$ cat src/rtl/plt_pkg.sv
// shared types, codes and defaults of the piecewise linear track table
// used by the stream interfaces, the divider, the multiplier and the top level
package plt_pkg;

    localparam int NUM_CH          = 5;
    localparam int DEF_MAX_POINTS  = 1024;
    localparam int DEF_FRAC_BITS   = 16;
    localparam int SEG_W           = 10;
    localparam int TERM_W          = 42;

    localparam logic [1:0] K_APPEND = 2'd0;
    localparam logic [1:0] K_QUERY  = 2'd1;
    localparam logic [1:0] K_CLEAR  = 2'd2;
    localparam logic [1:0] K_UNUSED = 2'd3;

    localparam logic [2:0] ST_OK      = 3'd0;
    localparam logic [2:0] ST_NONMONO = 3'd1;
    localparam logic [2:0] ST_WIDTH   = 3'd2;
    localparam logic [2:0] ST_FULL    = 3'd3;
    localparam logic [2:0] ST_BELOW   = 3'd4;
    localparam logic [2:0] ST_ABOVE   = 3'd5;
    localparam logic [2:0] ST_FEW     = 3'd6;

    typedef logic signed [31:0] t_val;
    typedef logic [NUM_CH-1:0][31:0] t_vals;

    typedef struct packed {
        logic               start;
        logic signed [32:0] dv;
        logic [31:0]        ds;
    } t_div_req;

    typedef struct packed {
        logic               start;
        logic signed [63:0] slope;
        logic signed [32:0] span;
    } t_mul_req;

endpackage

$ cat src/rtl/plt_mul.sv
// shift-add multiplier for slope * distance, scaled down and capped at 2^40
// depends on plt_pkg
module plt_mul #(
    parameter int FRAC_BITS = plt_pkg::DEF_FRAC_BITS
) (
    input  logic                             i_clk,
    input  logic                             i_rst_n,
    input  plt_pkg::t_mul_req                i_req,
    output logic                             o_done,
    output logic signed [plt_pkg::TERM_W-1:0] o_term
);
    import plt_pkg::*;

    localparam logic [96:0] CAP = 97'd1 << 40;

    logic        r_busy, r_done, r_neg;
    logic [5:0]  r_cnt;
    logic [63:0] r_a;
    logic [96:0] r_p, m_full;
    logic [64:0] sum;
    logic [40:0] m;

    assign sum    = {1'b0, r_p[96:33]} + (r_p[0] ? {1'b0, r_a} : 65'd0);
    assign m_full = r_p >> FRAC_BITS;
    assign m      = (m_full > CAP) ? CAP[40:0] : m_full[40:0];

    always_ff @(posedge i_clk) begin
        if (!i_rst_n) begin
            r_busy <= 1'b0;
            r_done <= 1'b0;
        end else begin
            r_done <= 1'b0;
            if (i_req.start) begin
                r_busy <= 1'b1;
                r_cnt  <= 6'd33;
                r_a    <= i_req.slope[63] ? 64'(-i_req.slope) : 64'(i_req.slope);
                r_p    <= {64'd0, (i_req.span[32] ? 33'(-i_req.span) : 33'(i_req.span))};
                r_neg  <= i_req.slope[63] ^ i_req.span[32];
            end else if (r_busy) begin
                r_p   <= {sum, r_p[32:1]};
                r_cnt <= r_cnt - 1'b1;
                if (r_cnt == 6'd1) begin
                    r_busy <= 1'b0;
                    r_done <= 1'b1;
                end
            end
        end
    end

    assign o_done = r_done;
    assign o_term = r_neg ? -$signed({1'b0, m}) : $signed({1'b0, m});

endmodule

$ cat config.mk
export PLATFORM = sky130hd
export DESIGN_NAME = plt_mul
export DESIGN_NICKNAME = d
export VERILOG_FILES = /design/src/rtl/plt_pkg.sv /design/src/rtl/plt_mul.sv
export SDC_FILE = /design/constraint.sdc
export NUM_CORES = 1
export LEC_CHECK = 0
export ABC_CLOCK_PERIOD_IN_PS = 13380
export BUFFER_PORTS_ARGS = -buffer_cell sky130_fd_sc_hd__clkbuf_2
export CAP_MARGIN = 20
export CORE_ASPECT_RATIO = 2
export CORE_MARGIN = 4
export CORE_UTILIZATION = 65
export DETAILED_ROUTE_END_ITERATION = 7
export MAX_ROUTING_LAYER = met4
export PLACE_DENSITY_LB_ADDON = 0.1
export SLEW_MARGIN = 20
export SYNTH_ARGS = -nofsm -noshare
export SYNTH_HDL_FRONTEND = slang
export SYNTH_SLANG_ARGS = --single-unit
export TNS_END_PERCENT = 50
$ cat constraint.sdc
create_clock -name i_clk -period 13.38 [get_ports i_clk]
set_input_delay 2.676 -clock i_clk [delete_from_list [all_inputs] [get_ports i_clk]]
set_output_delay 2.676 -clock i_clk [all_outputs]
set_load 0.05 [all_outputs]
==> out/metrics.csv <==
stage;metric;value;unit
grt;antenna violations before repair;0;
min_path;Worst Hold Launch;r_busy;
timing;Worst Skew;0.0115;ns
floorplan;Die ar.;23200;sq um
cells_and_area;Multi-input gate area;7990;sq um
floorplan;Die Ht;212;um
floorplan;IO Count;143;
outcome;status;finished clean;
clocking;CTS tree;built;
logic_synthesis;sequential fraction of the synthesis area;37.8;%
logic_synthesis;number of synthesized register bits;170;
clocking;clock transition at the registers of the reported paths;0.07;ns
placement;input/output buffers;142;
clocking;H-tree depth;4;
critical_path;critical path, cell by cell;nor4_1 -> nand3_1 -> nand4b_1 -> nor2_1 -> o21a_1 -> and2_1 -> inv_1 -> ha_1 -> nor2_2 -> nor2_1 -> a41o_1 -> a21oi_1 -> clkbuf_2;
route;drt total wl;37100;um
clocking;Worst-Skew Late Latency;0.45;ns
critical_path;WP data required;10.70;ns
clocking;post-CTS setup buffers;0;
critical_path;Worst Path Arrival;5.60;ns
cells_and_area;layout cells sized above 1;12.9;%
logic_synthesis;synthesized area per cell;8.86;sq um
logic_synthesis;Mapped Area;13500;sq um
timing;period utilization;61.9;%
timing;Final Hold Viols;0;
route;Post-DRT Antenna Nets;0;
grt;pin count of the biggest net entering global routing;79;
floorplan;Initial Utilization;66.1;%
floorplan;row count;74;
logic_synthesis;Gate Count Post-Synth;1520;
critical_path;FF-to-FF setup slack;8.22;ns
logic_synthesis;yosys warns;0;
cells_and_area;ANT cells;0;
timing;final setup margin;5.10;ns
critical_path;crit-path max FO;18;
placement;dpl ws;5.28;ns
grt;gr usage total;33.3;%
power;Leak;5.73;nW
placement;DP HPWL;28800;um
job;maxcap violations;0;
timing;Worst-Margin Slew;0.997;ns
cells_and_area;FF/Latch Area;5080;sq um
route;# DRC;0;
cells_and_area;P&R area growth vs syn;10.2;%
placement;GP Congestion;0.959;
critical_path;CP Capture Type;output port;
min_path;Hold/Removal Path Class;flip-flop to flip-flop;
power;maximum VDD drop;0.0887;mV
critical_path;reg2reg end;r_p[92];
cells_and_area;Design Area, Final;14800;sq um
timing;Final Critical Period;8.28;ns
clocking;Root Buffer;clkbuf_16;
power;PwrDens;107;nW/um^2
critical_path;most used cell, CP;nor2_1;
floorplan;CORE AREA;20400;sq um
route;via count;12200;
logic_synthesis;syn nets;1690;
timing;fin. max-slew vios;0;
grt;gr ovfl total;0;
clocking;CTS resizes;0;
route;first-pass detailed-route iteration total;7;
cells_and_area;filler instances;1652;
route;via density per instance;6.47;
critical_path;critical path type;flip-flop to output port;
timing;Final setup viols;0;
power;total power;1.59;mW
logic_synthesis;Post-synth top flop;edfxtp_1;
logic_synthesis;Synth cell types;66;
logic_synthesis;Async SR Flop Fraction;0;%
timing;Max Fclk;0.121;GHz
critical_path;worst-case reg-to-reg path depth;13;
cells_and_area;final-stage net count;1783;
floorplan;chip width;110;um
timing;RSZ-0062 raised after global routing;no;
min_path;hold endpoint;o_done;
clocking;hold buffers post-CTS;0;
critical_path;Crit path largest cell delay;0.67;ns
timing;Relative slew margins;32.7;%
grt;first-pass GRT wire length;58600;um
placement;DP Area;14300;sq um
route;WL per Instance;19.6;um
route;initial DRC count;971;
grt;vias in the first global route;11900;
clocking;Num CTS Buffers;17;
critical_path;worst reg2reg startpoint;r_p[0];
min_path;WHS Path Cells;2;
logic_synthesis;number of synthesized flops with an enable pin;168;
timing;setup_tns;0;ns
critical_path;startpoint types;flip-flop;
critical_path;slowest stage cell, crit path;nor4_1;
clocking;clock sink total;170;
clocking;CTS max path bufs;2;
cells in the mapped netlist, types with 12 or more instances:
| master | number | area share, % |
|---|---|---|
| nor2_1 | 194 | 5.4 |
| edfxtp_1 | 168 | 37 |
| a21oi_1 | 116 | 4.3 |
| nand2_1 | 103 | 2.9 |
| xnor2_1 | 98 | 6.4 |
| o21ai_0 | 86 | 3.2 |
| and2_1 | 70 | 3.3 |
| ha_1 | 69 | 6.4 |
| xor2_1 | 67 | 4.4 |
| clkbuf_1 | 66 | 1.8 |
| nor3_1 | 48 | 1.8 |
| a21o_1 | 38 | 2.1 |
| inv_1 | 34 | 0.95 |
| o31ai_1 | 32 | 1.8 |
| nand4_1 | 28 | 1.3 |
| or3_1 | 27 | 1.3 |
| nand3_1 | 26 | 0.97 |
| nor4_1 | 24 | 1.1 |
| nor2b_1 | 19 | 0.88 |
| o41ai_1 | 18 | 1.2 |
| a211oi_1 | 16 | 0.89 |
| o21a_1 | 15 | 0.84 |
| nand2b_1 | 12 | 0.56 |
| o21bai_1 | 12 | 0.67 |
cell families after synthesis:
| logic type | count (synthesis) | share of synthesized area (%) |
|---|---|---|
| multiplexers | 8 | 0.660 |
| AND/OR/NAND/NOR | 602 | 22.4 |
| flip-flops | 170 | 37.8 |
| buffers and inverters | 110 | 3.07 |
| adder cells (fa/ha/maj) | 70 | 6.56 |
| AO/OA/AOI/OAI | 395 | 18.8 |
| XOR/XNOR | 165 | 10.7 |
cell type report:
class,instances,area share [%]
clock buffer,17,2.86
clock inverter,13,0.809
inverter,34,0.859
multi-input combinational,1240,53.8
sequential,170,34.2
tap,266,2.24
timing repair buffer,150,5.21
where the power goes:
| group | leakage (nW) | switching [mW] | total [mW] | internal, mW |
|---|---|---|---|---|
| logic | 3.85 | 0.260 | 0.427 | 0.167 |
| registers | 1.62 | 0.0347 | 0.684 | 0.649 |
| clock network | 0.266 | 0.218 | 0.474 | 0.256 |
flip-flops by register name (all words and copies together) (netlist names):
| signal | flops |
|---|---|
| r_busy | 1 |
| r_a | 64 |
| o_done | 1 |
| r_p | 97 |
| r_cnt | 6 |
| r_neg | 1 |
how the worst max path moves through the flow:
stage	startpoint	end	slack (ns)	cells past startpoint
after CTS	r_p[20]	o_term[4]	4.79	13
after detailed placement	r_p[20]	o_term[4]	5.28	13
final	r_p[20]	o_term[4]	5.10	13
after global placement	r_p[20]	o_term[4]	5.36	13
after floorplan	r_p[49]	o_term[12]	5.84	13
after global routing	r_p[20]	o_term[4]	4.67	13
through the flow:
stage	hold WS, ns	cells	util [%]
detailed placement	0.446	1860	70.2
global placement	0.432	1860	70.2
finish	0.461	1890	72.9
global route	0.478	1890	72.9
CTS	0.461	1890	72.9
floorplan	0.415	1520	-
per-layer routing:
metal | track usage (%) | share of wire [%] | vias to the layer above
met5 | - | 0 | -
met4 | 22.5 | 7.4 | 0
met3 | 4.33 | 4.7 | 174
met2 | 60.1 | 54 | 500
met1 | 31.7 | 33 | 5775
li1 | - | - | 5778
cell usage in the layout (no fill, tap or decap), types with 9 or more instances in the layout:
| cell type | netlist | final |
|---|---|---|
| nand2_1 | 103 | 103 |
| nor2_1 | 194 | 193 |
| nor4_1 | 24 | 24 |
| a211oi_1 | 16 | 16 |
| nor3_1 | 48 | 48 |
| clkbuf_2 | 0 | 141 |
| or3_1 | 27 | 27 |
| o21bai_1 | 12 | 12 |
| a21oi_1 | 116 | 116 |
| and2_1 | 70 | 69 |
| xor2_1 | 67 | 67 |
| or4_1 | 9 | 9 |
| nor2b_1 | 19 | 19 |
| o41ai_1 | 18 | 18 |
| inv_1 | 34 | 34 |
| o21a_1 | 15 | 14 |
| xnor2_1 | 98 | 98 |
| buf_4 | 0 | 9 |
| ha_1 | 69 | 69 |
| clkbuf_16 | 0 | 17 |
| edfxtp_1 | 168 | 168 |
| a21o_1 | 38 | 38 |
| nand2b_1 | 12 | 12 |
| nand4_1 | 28 | 28 |
| nand3_1 | 26 | 26 |
| o21ai_0 | 86 | 86 |
| o31ai_1 | 32 | 32 |
| or2_2 | 9 | 9 |
critical path: cells and delay by family, from the launching register on:
family	cells	cell delay [ns]
buffers and inverters	2	0.36
AOI/OAI and AO/OA	3	1.05
adders and majority gates	1	0.37
DFF	1	0.50
and+or+nand+nor	7	2.87
No activity file was read; power rests on OpenSTA's default activity.
