`config.mk`:
```
export PLATFORM = sky130hd
export DESIGN_NAME = plt_div
export DESIGN_NICKNAME = d
export VERILOG_FILES = /design/src/rtl/plt_pkg.sv /design/src/rtl/plt_div.sv
export SDC_FILE = /design/constraint.sdc
export NUM_CORES = 1
export LEC_CHECK = 0
export BUFFER_PORTS_ARGS = -buffer_cell sky130_fd_sc_hd__clkbuf_2
export CORE_MARGIN = 3
export CORE_UTILIZATION = 26
export CTS_CLUSTER_DIAMETER = 100
export DETAILED_ROUTE_END_ITERATION = 12
export GPL_TIMING_DRIVEN = 0
export PLACE_DENSITY_LB_ADDON = 0.25
export SLEW_MARGIN = 15
export SYNTH_ARGS = -nofsm -noshare
export SYNTH_HDL_FRONTEND = slang
export SYNTH_SLANG_ARGS = --single-unit
```
`constraint.sdc`:
```
create_clock -name i_clk -period 13.7 [get_ports i_clk]
set_clock_uncertainty 0.1 [all_clocks]
set_input_delay 2.74 -clock i_clk [delete_from_list [all_inputs] [get_ports i_clk]]
set_output_delay 2.74 -clock i_clk [all_outputs]
set_load 0.05 [all_outputs]
```
`src/rtl/plt_pkg.sv`:
```
// shared types, codes and defaults of the piecewise linear track table
// used by the stream interfaces, the divider, the multiplier and the top level
package plt_pkg;

    localparam int NUM_CH          = 5;
    localparam int DEF_MAX_POINTS  = 1024;
    localparam int DEF_FRAC_BITS   = 16;
    localparam int SEG_W           = 10;
    localparam int TERM_W          = 42;

    localparam logic [1:0] K_APPEND = 2'd0;
    localparam logic [1:0] K_QUERY  = 2'd1;
    localparam logic [1:0] K_CLEAR  = 2'd2;
    localparam logic [1:0] K_UNUSED = 2'd3;

    localparam logic [2:0] ST_OK      = 3'd0;
    localparam logic [2:0] ST_NONMONO = 3'd1;
    localparam logic [2:0] ST_WIDTH   = 3'd2;
    localparam logic [2:0] ST_FULL    = 3'd3;
    localparam logic [2:0] ST_BELOW   = 3'd4;
    localparam logic [2:0] ST_ABOVE   = 3'd5;
    localparam logic [2:0] ST_FEW     = 3'd6;

    typedef logic signed [31:0] t_val;
    typedef logic [NUM_CH-1:0][31:0] t_vals;

    typedef struct packed {
        logic               start;
        logic signed [32:0] dv;
        logic [31:0]        ds;
    } t_div_req;

    typedef struct packed {
        logic               start;
        logic signed [63:0] slope;
        logic signed [32:0] span;
    } t_mul_req;

endpackage

```
`src/rtl/plt_div.sv`:
```
// bit-serial restoring divider for slopes: (dv * 2^FRAC_BITS) / ds, toward zero
// depends on plt_pkg
module plt_div #(
    parameter int FRAC_BITS = plt_pkg::DEF_FRAC_BITS
) (
    input  logic               i_clk,
    input  logic               i_rst_n,
    input  plt_pkg::t_div_req  i_req,
    output logic               o_done,
    output logic signed [63:0] o_quot
);
    import plt_pkg::*;

    localparam int NUMW = 33 + FRAC_BITS;
    localparam int CNTW = $clog2(NUMW + 1);

    logic            r_busy, r_done, r_neg;
    logic [CNTW-1:0] r_cnt;
    logic [NUMW-1:0] r_num;
    logic [31:0]     r_rem, r_den;
    logic [32:0]     mag, rem_sh, rem_sub;
    logic            ge;
    logic [63:0]     q64;

    assign mag     = i_req.dv[32] ? 33'(-i_req.dv) : 33'(i_req.dv);
    assign rem_sh  = {r_rem, r_num[NUMW-1]};
    assign ge      = rem_sh >= {1'b0, r_den};
    assign rem_sub = rem_sh - {1'b0, r_den};
    assign q64     = 64'(r_num);

    always_ff @(posedge i_clk) begin
        if (!i_rst_n) begin
            r_busy <= 1'b0;
            r_done <= 1'b0;
        end else begin
            r_done <= 1'b0;
            if (i_req.start) begin
                r_busy <= 1'b1;
                r_cnt  <= CNTW'(NUMW);
                r_num  <= {mag, {FRAC_BITS{1'b0}}};
                r_rem  <= '0;
                r_den  <= i_req.ds;
                r_neg  <= i_req.dv[32];
            end else if (r_busy) begin
                r_rem <= ge ? rem_sub[31:0] : rem_sh[31:0];
                r_num <= {r_num[NUMW-2:0], ge};
                r_cnt <= r_cnt - 1'b1;
                if (r_cnt == CNTW'(1)) begin
                    r_busy <= 1'b0;
                    r_done <= 1'b1;
                end
            end
        end
    end

    assign o_done = r_done;
    assign o_quot = r_neg ? -$signed(q64) : $signed(q64);

endmodule

```
==> flow_metrics.env <==
export IMPL_run_status="finished, final reports clean"
export IMPL_setup_tns_ns=0
export IMPL_synth_lib_cells_used_distinct=60
export IMPL_antenna_left=0
export IMPL_synth_seq_cells=122
export IMPL_floorplan_initialDensity=0.268
export IMPL_antenna_violations_before_repair=1
export IMPL_max_cap_viols=0
export IMPL_path_class="reg2out"
export IMPL_pleak_nw=3.97
export IMPL_grt_max_degree=49
export IMPL_die_area_mm2=0.0342
export IMPL_average_size_of_a_mapped_cell_um2=9.76
export IMPL_die_height_um=185
export IMPL_detail_route_drc_violations=0
export IMPL_post_drt_wl_per_cell_um=16.7
export IMPL_first_global_vias=6801
export IMPL_place_detailed_hpwl_mm=17.7
export IMPL_crit_path_start_kind="flop"
export IMPL_worst_skew_pair_late_latency_ns=0.42
export IMPL_clockBufferDepth=2
export IMPL_drive_gt1_frac=0.188
export IMPL_report_final_hold_viol_count=0
export IMPL_highest_clock_rate_mhz=134
export IMPL_globalRoute_totalOverflow=0
export IMPL_cts_max_level=4
export IMPL_synth_warnings=0
export IMPL_cells_after_synthesis=854
export IMPL_cell_rows=64
export IMPL_timing_critical_path_required_ns=10.86
export IMPL_synth_area_leaders="sky130_fd_sc_hd__edfxtp_1, sky130_fd_sc_hd__xnor2_1, sky130_fd_sc_hd__ha_1, sky130_fd_sc_hd__xor2_1, sky130_fd_sc_hd__a21oi_1"
export IMPL_stdcell_area_mm2=0.0102
export IMPL_synth_top_area_share=0.432
export IMPL_clk_root_buffer_cell="sky130_fd_sc_hd__clkbuf_16"
export IMPL_cts_repair_resized=0
export IMPL_dpl_cell_area_mm2=0.00955
export IMPL_setup_repair_after_global_routing_missed_its_margin="no"
export IMPL_layout_worst_path_cycle_share=0.545
export IMPL_timing_hold_worst_start="r_busy"
export IMPL_synth_sequential_area_ratio=0.437
export IMPL_grtUsageTotal=0.136
export IMPL_utilization=0.327
export IMPL_detailroute_via_count=6947
export IMPL_fin_total_pwr_mw=1.32
export IMPL_timing_max_transition_violations_final=0
export IMPL_vdd_ir_drop_max_mv=0.0801
export IMPL_path_clk_slew_ns=0.06
export IMPL_setup_violations_final=0
export IMPL_grt_first_pass_wirelength_mm=36.9
export IMPL_critPathMaxFanout=10
export IMPL_max_slew_margin=0.401
export IMPL_worst_path_cell_trace="or3_1, or2_1, buf_2, or4_4, or4_4, or4_1, clkbuf_2, nand2b_4, or3b_4, buf_6, o21ai_4, xnor2_1, clkbuf_2"
export IMPL_fin_nets=1111
export IMPL_tritoncts_num_buffers=17
export IMPL_worstHoldPathType="reg2reg"
export IMPL_place_congestion=0.861
export IMPL_mean_number_of_vias_per_cell=4.91
export IMPL_critical_path_reg2reg_startpoint="r_rem[10]"
export IMPL_cp_slowest_cell="sky130_fd_sc_hd__or4_4"
export IMPL_drt_total_wl_mm=23.6
export IMPL_layout_common_cells="sky130_fd_sc_hd__clkbuf_2, sky130_fd_sc_hd__edfxtp_1, sky130_fd_sc_hd__nor2_1"
export IMPL_end_kind="output port"
export IMPL_crit_start="r_num[6]"
export IMPL_synth_net_count=959
export IMPL_drt_pass1_iter_count=4
export IMPL_power_per_cell_area_mw_per_mm2=130
export IMPL_layout_cells_most_common="sky130_fd_sc_hd__clkbuf_2"
export IMPL_synth_area_leader_cell="sky130_fd_sc_hd__edfxtp_1"
export IMPL_worst_slew_pin_slew_ns=0.898
export IMPL_cts_tree="done"
export IMPL_holdBufCountCts=0
export IMPL_p_r_area_growth_vs_syn_pct=21.8
export IMPL_ys_dominant_reg_cell="sky130_fd_sc_hd__edfxtp_1"
export IMPL_core_area_mm2=0.0311
export IMPL_synth_enable_flop_cells=120
export IMPL_clock_sinks=122
export IMPL_arrival_ns=4.63
export IMPL_syn_cell_area_mm2=0.00833
export IMPL_asyncSetResetFlopFracSynth=0
export IMPL_io_pins=133
export IMPL_drt_iter0_drc=474
export IMPL_post_cts_repair_setup_buffers=0
export IMPL_buffer_ports_inserted=131
export IMPL_period_needed_ns=7.47
export IMPL_floorplan_die_width_um=185
export IMPL_critPathMaxStageDelay_ns=0.55
[state kept, by name (all words and copies together) (netlist names)]
register / flops
o_done: 1
r_busy: 1
r_cnt: 6
r_den: 32
r_neg: 1
r_num: 49
r_rem: 32
[layout make-up]
class | instances | area, µm²
sequential | 122 | 3640
multi-input combinational | 641 | 4340
tap | 396 | 495
clock buffer | 17 | 425
fill | 3283 | 20900
clock inverter | 15 | 178
inverter | 51 | 191
antenna | 1 | 2.50
timing repair buffer | 133 | 711
buffer | 40 | 164
[cells by family (layout without fill, tap and decap cells)]
| logic type | after synthesis | count (layout) | share of synthesized area |
|---|---|---|---|
| mux | 34 | 34 | 0.0417 |
| buf+inv | 91 | 256 | 0.0426 |
| fa+ha+maj | 37 | 37 | 0.0565 |
| compound gates | 205 | 205 | 0.157 |
| simple gates | 260 | 260 | 0.154 |
| flops | 122 | 122 | 0.437 |
| other cells | 0 | 1 | 0 |
| xor+xnor | 105 | 105 | 0.110 |
[where the power goes]
part           switching [mW]  leakage, nW  internal [mW]
combinational           0.246         2.52          0.130
sequential             0.0220         1.16          0.450
clock                   0.198        0.288          0.275
total                   0.465         3.97          0.856
[path summary, 6_finish.rpt]
| path | to | slack [ns] | depth (start not counted) |
|---|---|---|---|
| worst min-delay path | o_done | 0.37 | 2 |
| worst max-delay path | o_quot[47] | 6.23 | 13 |
| worst min register to register | o_done | 0.37 | 2 |
| worst max register to register | r_rem[27] | 8.93 | 13 |
[metrics by stage]
stage / setup slack (ns) / hold slack, ns / instances
2_1_floorplan: 6.97 / 0.321 / 854
3_5_place_dp: 6.71 / 0.353 / 1383
3_3_place_gp: 6.66 / 0.337 / 1381
5_1_grt: 6.08 / 0.399 / 1415
6_report: 6.23 / 0.367 / 1416
4_1_cts: 6.24 / 0.365 / 1415
[synthesized netlist by cell type, types with 2 or more instances]
cell type / instances
sky130_fd_sc_hd__and3_1: 3
sky130_fd_sc_hd__a211oi_1: 5
sky130_fd_sc_hd__a31o_2: 3
sky130_fd_sc_hd__nand3_1: 17
sky130_fd_sc_hd__clkbuf_1: 32
sky130_fd_sc_hd__a31oi_1: 2
sky130_fd_sc_hd__xor2_1: 46
sky130_fd_sc_hd__or4_4: 2
sky130_fd_sc_hd__and2_1: 2
sky130_fd_sc_hd__mux2i_1: 28
sky130_fd_sc_hd__nor2b_1: 17
sky130_fd_sc_hd__nor2_1: 80
sky130_fd_sc_hd__a21o_1: 13
sky130_fd_sc_hd__or2_2: 4
sky130_fd_sc_hd__and4_1: 2
sky130_fd_sc_hd__or3_1: 11
sky130_fd_sc_hd__nor3_1: 14
sky130_fd_sc_hd__nor4_1: 9
sky130_fd_sc_hd__o211ai_1: 5
sky130_fd_sc_hd__dfxtp_1: 2
sky130_fd_sc_hd__xnor2_1: 59
sky130_fd_sc_hd__o21a_1: 11
sky130_fd_sc_hd__ha_1: 36
sky130_fd_sc_hd__edfxtp_1: 120
sky130_fd_sc_hd__o21bai_1: 5
sky130_fd_sc_hd__o21ai_0: 36
sky130_fd_sc_hd__o31ai_1: 20
sky130_fd_sc_hd__inv_1: 51
sky130_fd_sc_hd__nand3b_1: 8
sky130_fd_sc_hd__or4_1: 10
sky130_fd_sc_hd__mux2_2: 6
sky130_fd_sc_hd__a21oi_1: 75
sky130_fd_sc_hd__buf_1: 4
sky130_fd_sc_hd__o41ai_1: 16
sky130_fd_sc_hd__nand4_1: 3
sky130_fd_sc_hd__nand2_1: 63
sky130_fd_sc_hd__nand2b_1: 10
sky130_fd_sc_hd__a221oi_1: 2
[layer usage]
metal | vias to the layer above | track usage | part of all wire
li1 | 3402 | - | -
met1 | 3335 | 0.188 | 0.48
met2 | 188 | 0.217 | 0.45
met3 | 22 | 0.0297 | 0.049
met4 | 0 | 0.0375 | 0.016
met5 | - | 0 | 0
[critical path, delay by kind of cell, from the launching register on]
kind | cells | cell delay, ns
AO/OA/AOI/OAI | 1 | 0.12
XOR/XNOR | 1 | 0.19
buffers and inverters | 4 | 0.85
flip-flops | 1 | 0.44
AND/OR/NAND/NOR | 7 | 2.59
Power figures use the tool's default switching activity.
